[config.mk]
export PLATFORM = sky130hd
export DESIGN_NAME = fp32_multiplier_unit
export DESIGN_NICKNAME = d
export VERILOG_FILES = /design/src/fpmul_pkg.sv /design/src/fpmul_cell.sv /design/src/fpmul_round.sv /design/src/fp32_multiplier_unit.sv
export SDC_FILE = /design/constraint.sdc
export NUM_CORES = 2
export LEC_CHECK = 0
export CAP_MARGIN = 30
export CORE_UTILIZATION = 65
export DETAILED_ROUTE_END_ITERATION = 10
export DONT_BUFFER_PORTS = 1
export PLACE_DENSITY = 0.9
export SLEW_MARGIN = 20
export SYNTH_ARGS = -nofsm -noshare
export SYNTH_HDL_FRONTEND = slang
export SYNTH_SLANG_ARGS = --single-unit
[constraint.sdc]
create_clock -name clk_i -period 137.1 [get_ports clk_i]
set_clock_uncertainty 0.1 [all_clocks]
set_input_delay 13.71 -clock clk_i [delete_from_list [all_inputs] [get_ports clk_i]]
set_output_delay 13.71 -clock clk_i [all_outputs]
set_load 0.005 [all_outputs]
[src/fpmul_pkg.sv]
`timescale 1ns / 1ps
// ----------------------------------------------------------------------------
// fpmul_pkg
// Shared types and constants of the single-precision multiplier.
// ----------------------------------------------------------------------------
package fpmul_pkg;

  localparam int unsigned FracBits   = 23;
  localparam int unsigned SigBits    = 24;
  localparam int unsigned ProdBits   = 48;
  localparam int unsigned StickyBits = 20;
  localparam int unsigned ExpBias    = 127;
  localparam int unsigned NumCells   = 24;

  localparam logic [1:0] RangeOk    = 2'd0;
  localparam logic [1:0] RangeOver  = 2'd1;
  localparam logic [1:0] RangeUnder = 2'd2;

  typedef struct packed {
    logic                sign;
    logic [9:0]          exp_sum;
    logic [SigBits-1:0]  mcand;
    logic [SigBits-1:0]  mplier;
    logic [ProdBits-1:0] acc;
  } cell_data_t;

  typedef struct packed {
    logic                sign;
    logic [7:0]          exponent;
    logic [FracBits-1:0] fraction;
    logic [1:0]          range_error;
  } result_t;

endpackage

[src/fpmul_cell.sv]
`timescale 1ns / 1ps
// ----------------------------------------------------------------------------
// fpmul_cell
// One shift-and-add cell: adds the shifted multiplicand for one multiplier bit.
// ----------------------------------------------------------------------------
module fpmul_cell #(
  parameter int unsigned BitIdx = 0
) (
  input  logic                   clk_i,
  input  logic                   rst_ni,
  input  logic                   en_i,
  input  logic                   valid_i,
  input  fpmul_pkg::cell_data_t  data_i,
  output logic                   valid_o,
  output fpmul_pkg::cell_data_t  data_o
);
  import fpmul_pkg::*;

  logic       valid_q;
  cell_data_t data_q, data_d;

  always_comb begin
    data_d = data_i;
    if (data_i.mplier[BitIdx]) begin
      data_d.acc = data_i.acc + ({{SigBits{1'b0}}, data_i.mcand} << BitIdx);
    end
  end

  always_ff @(posedge clk_i or negedge rst_ni) begin
    if (!rst_ni) begin
      valid_q <= 1'b0;
    end else if (en_i) begin
      valid_q <= valid_i;
    end
  end

  always_ff @(posedge clk_i) begin
    if (en_i) begin
      data_q <= data_d;
    end
  end

  assign valid_o = valid_q;
  assign data_o  = data_q;
endmodule

[src/fpmul_round.sv]
`timescale 1ns / 1ps
// ----------------------------------------------------------------------------
// fpmul_round
// Normalizes and rounds the product to nearest-even and checks the range.
// ----------------------------------------------------------------------------
module fpmul_round (
  input  fpmul_pkg::cell_data_t data_i,
  output fpmul_pkg::result_t    res_o
);
  import fpmul_pkg::*;

  logic [27:0]        word;
  logic               hi;
  logic [24:0]        keep;
  logic [3:0]         rem;
  logic               up;
  logic [24:0]        rnd;
  logic [23:0]        sig;
  logic signed [10:0] ex;

  always_comb begin
    word = {data_i.acc[ProdBits-1:StickyBits+1],
            data_i.acc[StickyBits] | (|data_i.acc[StickyBits-1:0])};
    hi = word[27];
    if (hi) begin
      keep = {1'b0, word[27:4]};
      rem  = word[3:0];
      up   = (rem > 4'd8) || ((rem == 4'd8) && word[4]);
    end else begin
      keep = {1'b0, word[26:3]};
      rem  = {1'b0, word[2:0]};
      up   = (rem > 4'd4) || ((rem == 4'd4) && word[3]);
    end
    rnd = keep + {24'd0, up};
    ex  = $signed({1'b0, data_i.exp_sum}) - 11'sd127 + $signed({10'd0, hi});
    if (rnd[24]) begin
      sig = rnd[24:1];
      ex  = ex + 11'sd1;
    end else begin
      sig = rnd[23:0];
    end
    res_o.sign = data_i.sign;
    if (ex >= 11'sd255) begin
      res_o.exponent    = '0;
      res_o.fraction    = '0;
      res_o.range_error = RangeOver;
    end else if (ex <= 11'sd0) begin
      res_o.exponent    = '0;
      res_o.fraction    = '0;
      res_o.range_error = RangeUnder;
    end else begin
      res_o.exponent    = ex[7:0];
      res_o.fraction    = sig[FracBits-1:0];
      res_o.range_error = RangeOk;
    end
  end
endmodule

[src/fp32_multiplier_unit.sv]
`timescale 1ns / 1ps
// ----------------------------------------------------------------------------
// fp32_multiplier_unit
// Single-precision multiplier for normal operands, round to nearest-even.
// ----------------------------------------------------------------------------
// Operands arrive on the s_axis channel and products leave on m_axis, one
// product per operand transfer, in order.
// The significand product is built by a row of 24 shift-and-add cells, one
// per multiplier bit, followed by a round stage and an output register.
// A product is registered in each cell and then in the output register.
// Throughput is one operand pair per cycle while not stalled; the pipeline is full-rate.
// The whole pipeline holds only when the output register is full and
// m_axis_tready is low, and s_axis_tready drops only in that case.
// Reset clears all valid bits; the pipeline is then empty and ready.
// Operands with exponent 0 or 255 are treated as normal numbers.
// ----------------------------------------------------------------------------
module fp32_multiplier_unit (
  input  logic        clk_i,
  input  logic        rst_ni,
  input  logic        s_axis_tvalid,
  output logic        s_axis_tready,
  // a_sign[0], a_exponent[8:1], a_fraction[31:9], b_sign[32],
  // b_exponent[40:33], b_fraction[63:41]
  input  logic [63:0] s_axis_tdata,
  output logic        m_axis_tvalid,
  input  logic        m_axis_tready,
  // prod_sign[0], prod_exponent[8:1], prod_fraction[31:9], range_error[33:32]
  output logic [39:0] m_axis_tdata
);
  import fpmul_pkg::*;

  logic                en;
  logic [NumCells:0]   valid;
  cell_data_t          data [NumCells+1];
  result_t             res;
  logic                out_valid_q;
  result_t             out_q;

  assign en            = !out_valid_q || m_axis_tready;
  assign s_axis_tready = en;

  assign valid[0]        = s_axis_tvalid;
  assign data[0].sign    = s_axis_tdata[0] ^ s_axis_tdata[32];
  assign data[0].exp_sum = {2'b0, s_axis_tdata[8:1]} + {2'b0, s_axis_tdata[40:33]};
  assign data[0].mcand   = {1'b1, s_axis_tdata[63:41]};
  assign data[0].mplier  = {1'b1, s_axis_tdata[31:9]};
  assign data[0].acc     = '0;

  for (genvar g = 0; g < NumCells; g++) begin : g_cell
    fpmul_cell #(.BitIdx(g)) u_cell (
      .clk_i   (clk_i),
      .rst_ni  (rst_ni),
      .en_i    (en),
      .valid_i (valid[g]),
      .data_i  (data[g]),
      .valid_o (valid[g+1]),
      .data_o  (data[g+1])
    );
  end

  fpmul_round u_round (
    .data_i (data[NumCells]),
    .res_o  (res)
  );

  always_ff @(posedge clk_i or negedge rst_ni) begin
    if (!rst_ni) begin
      out_valid_q <= 1'b0;
    end else if (en) begin
      out_valid_q <= valid[NumCells];
    end
  end

  always_ff @(posedge clk_i) begin
    if (en) begin
      out_q <= res;
    end
  end

  assign m_axis_tvalid = out_valid_q;
  assign m_axis_tdata  = {6'd0, out_q.range_error, out_q.fraction, out_q.exponent, out_q.sign};
endmodule
==> flow_summary.toml <==
[placement]
gp_congestion = 0.898
dpl.hpwl_um = 105000
dpl_worst_slack_ns = 108.84
placedCellCount = 8136
port_buffers = 0

[floorplan]
dieArea_mm2 = 0.142
die_y_um = 377
rows = 137
core_mm2 = 0.140
ios = 110
start_util_pct = 65.5
chipWidth_um = 377

[cts]
clkSinkCount = 1956
cts_resized = 0
clk_pin_slew_ns = 0.06
numCtsBuffers = 190
cts_setup_buffers = 0
htree_num_levels = 4
holdBufCountCts = 0
tritoncts = "done"
root_buffer = "clkbuf_16"
clock_path_buffers = 3
clk-insertion-delay-late_ns = 0.82

[sta]
whs_ns = 0.301
max_slew_margin_pct = 22.5
setup_ws_ns = 108.85
finalCritPeriodShare_pct = 20.6
max_slew.worst_pin.slew_ns = 1.16
timing.fmax_mhz = 35.4
report.final.hold_viol_count = 0
setup_violations = 0
fin_crit_ns = 28.25
fin_setup_tns_ns = 0
drv_slew = 0
rsz0062_at_grt = "false"

[worst_setup_path]
cp-start-kind = "input port"
cp.arrival_ns = 14.44
cp.required_ns = 123.29
worstSetupPathType = "in2out"
crit_fanout = 53
rr_startpoint = "g_cell[23].u_cell.data_o[47]"
cp-startpoint = "m_axis_tready"
endpoint_kind = "primary output"
reg2regPathDepth = 15

[layout]
n_antenna_cell = 0
final_cell_count_no_fill = 8482
syn2layout_area_growth_pct = 9.42
final_layout_size_suffix_gt1_share_pct = 11.8
final_nets = 7089

[synth]
async_flop_share_pct = 1.28
synth-compound-area-share_pct = 10.6
synthDistinctLibCells = 91
ys_seq_area_share_pct = 64.2
synthCells = 6315
synth_top_family_by_area = "compound AO/OA/AOI/OAI gates"
ys_seq_elements = 1956
avgSynthCellArea_um2 = 14.5
synth_xor_area_share_pct = 4.56
synthAdderAreaFrac_pct = 7.95
ys.flop_type = "edfxtp_1"
muxShareOfSynthArea_pct = 5.42
synth-edff-count = 1931
synthesis.area_mm2 = 0.0913
yosysWarnings = 0
synth-simple-area-share_pct = 5.91

[worst_hold_path]
min_from = "g_cell[4].u_cell.data_o[69]"
min_path_type = "reg2reg"
hold_depth = 0

[status]
status = "complete, no violations"

[global_routing]
grt_pass1_wl_um = 260000
grtUsageMet1_pct = 23.5
grt_pass1_vias = 54400
grt_antenna_before_repair = 0
overflow = 0
gr-usage-met2_pct = 42.7
grt_use_met3_pct = 3.51
grt_usage_pct = 22.4
grt_max_degree = 204
busiest_layer = "met2"

[drt]
viasPerCell = 6.14
drt_iter0_markers = 3616
ant_nets = 0
drc = 0
wirelength_um = 159000
drt_first_pass_iters = 5
vias = 52100
wl_per_cell_um = 18.8

[run]
drv_cap = 0
==> layer usage <==
metal | share of wire (%) | vias up | wire length, µm
met5 | 0 | - | 0
met4 | 4.4 | 0 | 7010
met3 | 4.0 | 529 | 6310
met2 | 54 | 1510 | 86800
met1 | 37 | 25400 | 59200
li1 | - | 24600 | -
==> through the flow <==
step                      area (µm²)  util [%]
after floorplan                91300         -
after global placement         93600      67.1
after detailed placement       93700      67.2
after CTS                      99900      71.6
after global routing           99900      71.6
final                          99900      71.6
==> final timing paths <==
| path | slack, ns | to |
|---|---|---|
| hold / removal | 0.30 | g_cell[5].u_cell.data_o[69] |
| max in group asynchronous | 124.30 | g_cell[22].u_cell.valid_o |
| hold reg to reg | 0.30 | g_cell[5].u_cell.data_o[69] |
| setup reg to reg | 131.48 | m_axis_tdata[1] |
| setup / recovery | 108.85 | s_axis_tready |
| min in group asynchronous | 12.53 | g_cell[1].u_cell.valid_o |
==> registers in the layout (all words and copies together), names as in the netlist <==
signal	cells
g_cell.u_cell.data_o	1897
g_cell.u_cell.valid_o	24
m_axis_tdata	34
m_axis_tvalid	1
==> Yosys cell counts, types with 13 or more instances <==
master / instances / area, µm²
edfxtp_1: 1931 / 58000
ha_1: 542 / 6780
a21oi_1: 437 / 2190
mux2_2: 399 / 4490
xnor2_1: 339 / 2970
nor2_1: 329 / 1230
nand2_1: 226 / 848
inv_1: 214 / 803
o21ai_0: 211 / 1060
a21o_1: 207 / 1550
xor2_1: 136 / 1190
o21a_1: 113 / 848
a211oi_1: 99 / 743
nand3_1: 95 / 475
nor2b_1: 81 / 507
clkbuf_1: 79 / 297
nand2b_1: 71 / 444
nor3_1: 58 / 290
o21bai_1: 52 / 390
o31ai_1: 47 / 353
mux2i_1: 44 / 440
a31oi_1: 43 / 269
o211ai_1: 42 / 315
and2_1: 41 / 257
and3_1: 38 / 238
nand4_1: 28 / 175
dfrtp_1: 25 / 626
or3_1: 25 / 156
fa_1: 24 / 480
a211o_1: 22 / 193
o311ai_0: 19 / 166
or2_2: 18 / 113
a31o_2: 16 / 140
and4_1: 16 / 140
a311o_1: 15 / 150
o41ai_1: 14 / 123
a2111oi_0: 13 / 114
a21oi_2: 13 / 114
==> layout make-up <==
| type | instances | area [µm²] |
|---|---|---|
| repair buffers | 45 | 510 |
| fillers | 8292 | 39600 |
| clock buffers | 228 | 4960 |
| clock inverters | 115 | 1210 |
| well taps | 1876 | 2350 |
| multi-input cells | 4047 | 31500 |
| inverters | 215 | 815 |
| flip-flops and latches | 1956 | 58600 |
==> worst max-delay path, cell delays in order <==
cell and delay [ns]:
nor2b_2 0.02, buf_4 0.23, inv_8 0.39
==> layout by cell type (no fill, tap or decap), types with 207 or more instances in the layout <==
master and instances:
a21o_1 207, a21oi_1 437, edfxtp_1 1931, ha_1 542, inv_1 213, mux2_2 399, nand2_1 226, nor2_1 329
o21ai_0 211, xnor2_1 339
==> kinds of logic (layout without fill, tap and decap cells) <==
logic type,count (synthesis),after routing
other,1,6
adders and majority gates,566,566
and+or+nand+nor,1087,1087
AOI/OAI and AO/OA,1469,1469
buffers and inverters,317,603
xor gates and xnor gates,475,475
muxes,444,444
DFF,1956,1956
Power is not shown: default switching activity piles up to over one toggle a cycle in this logic, so the estimate is an artifact.
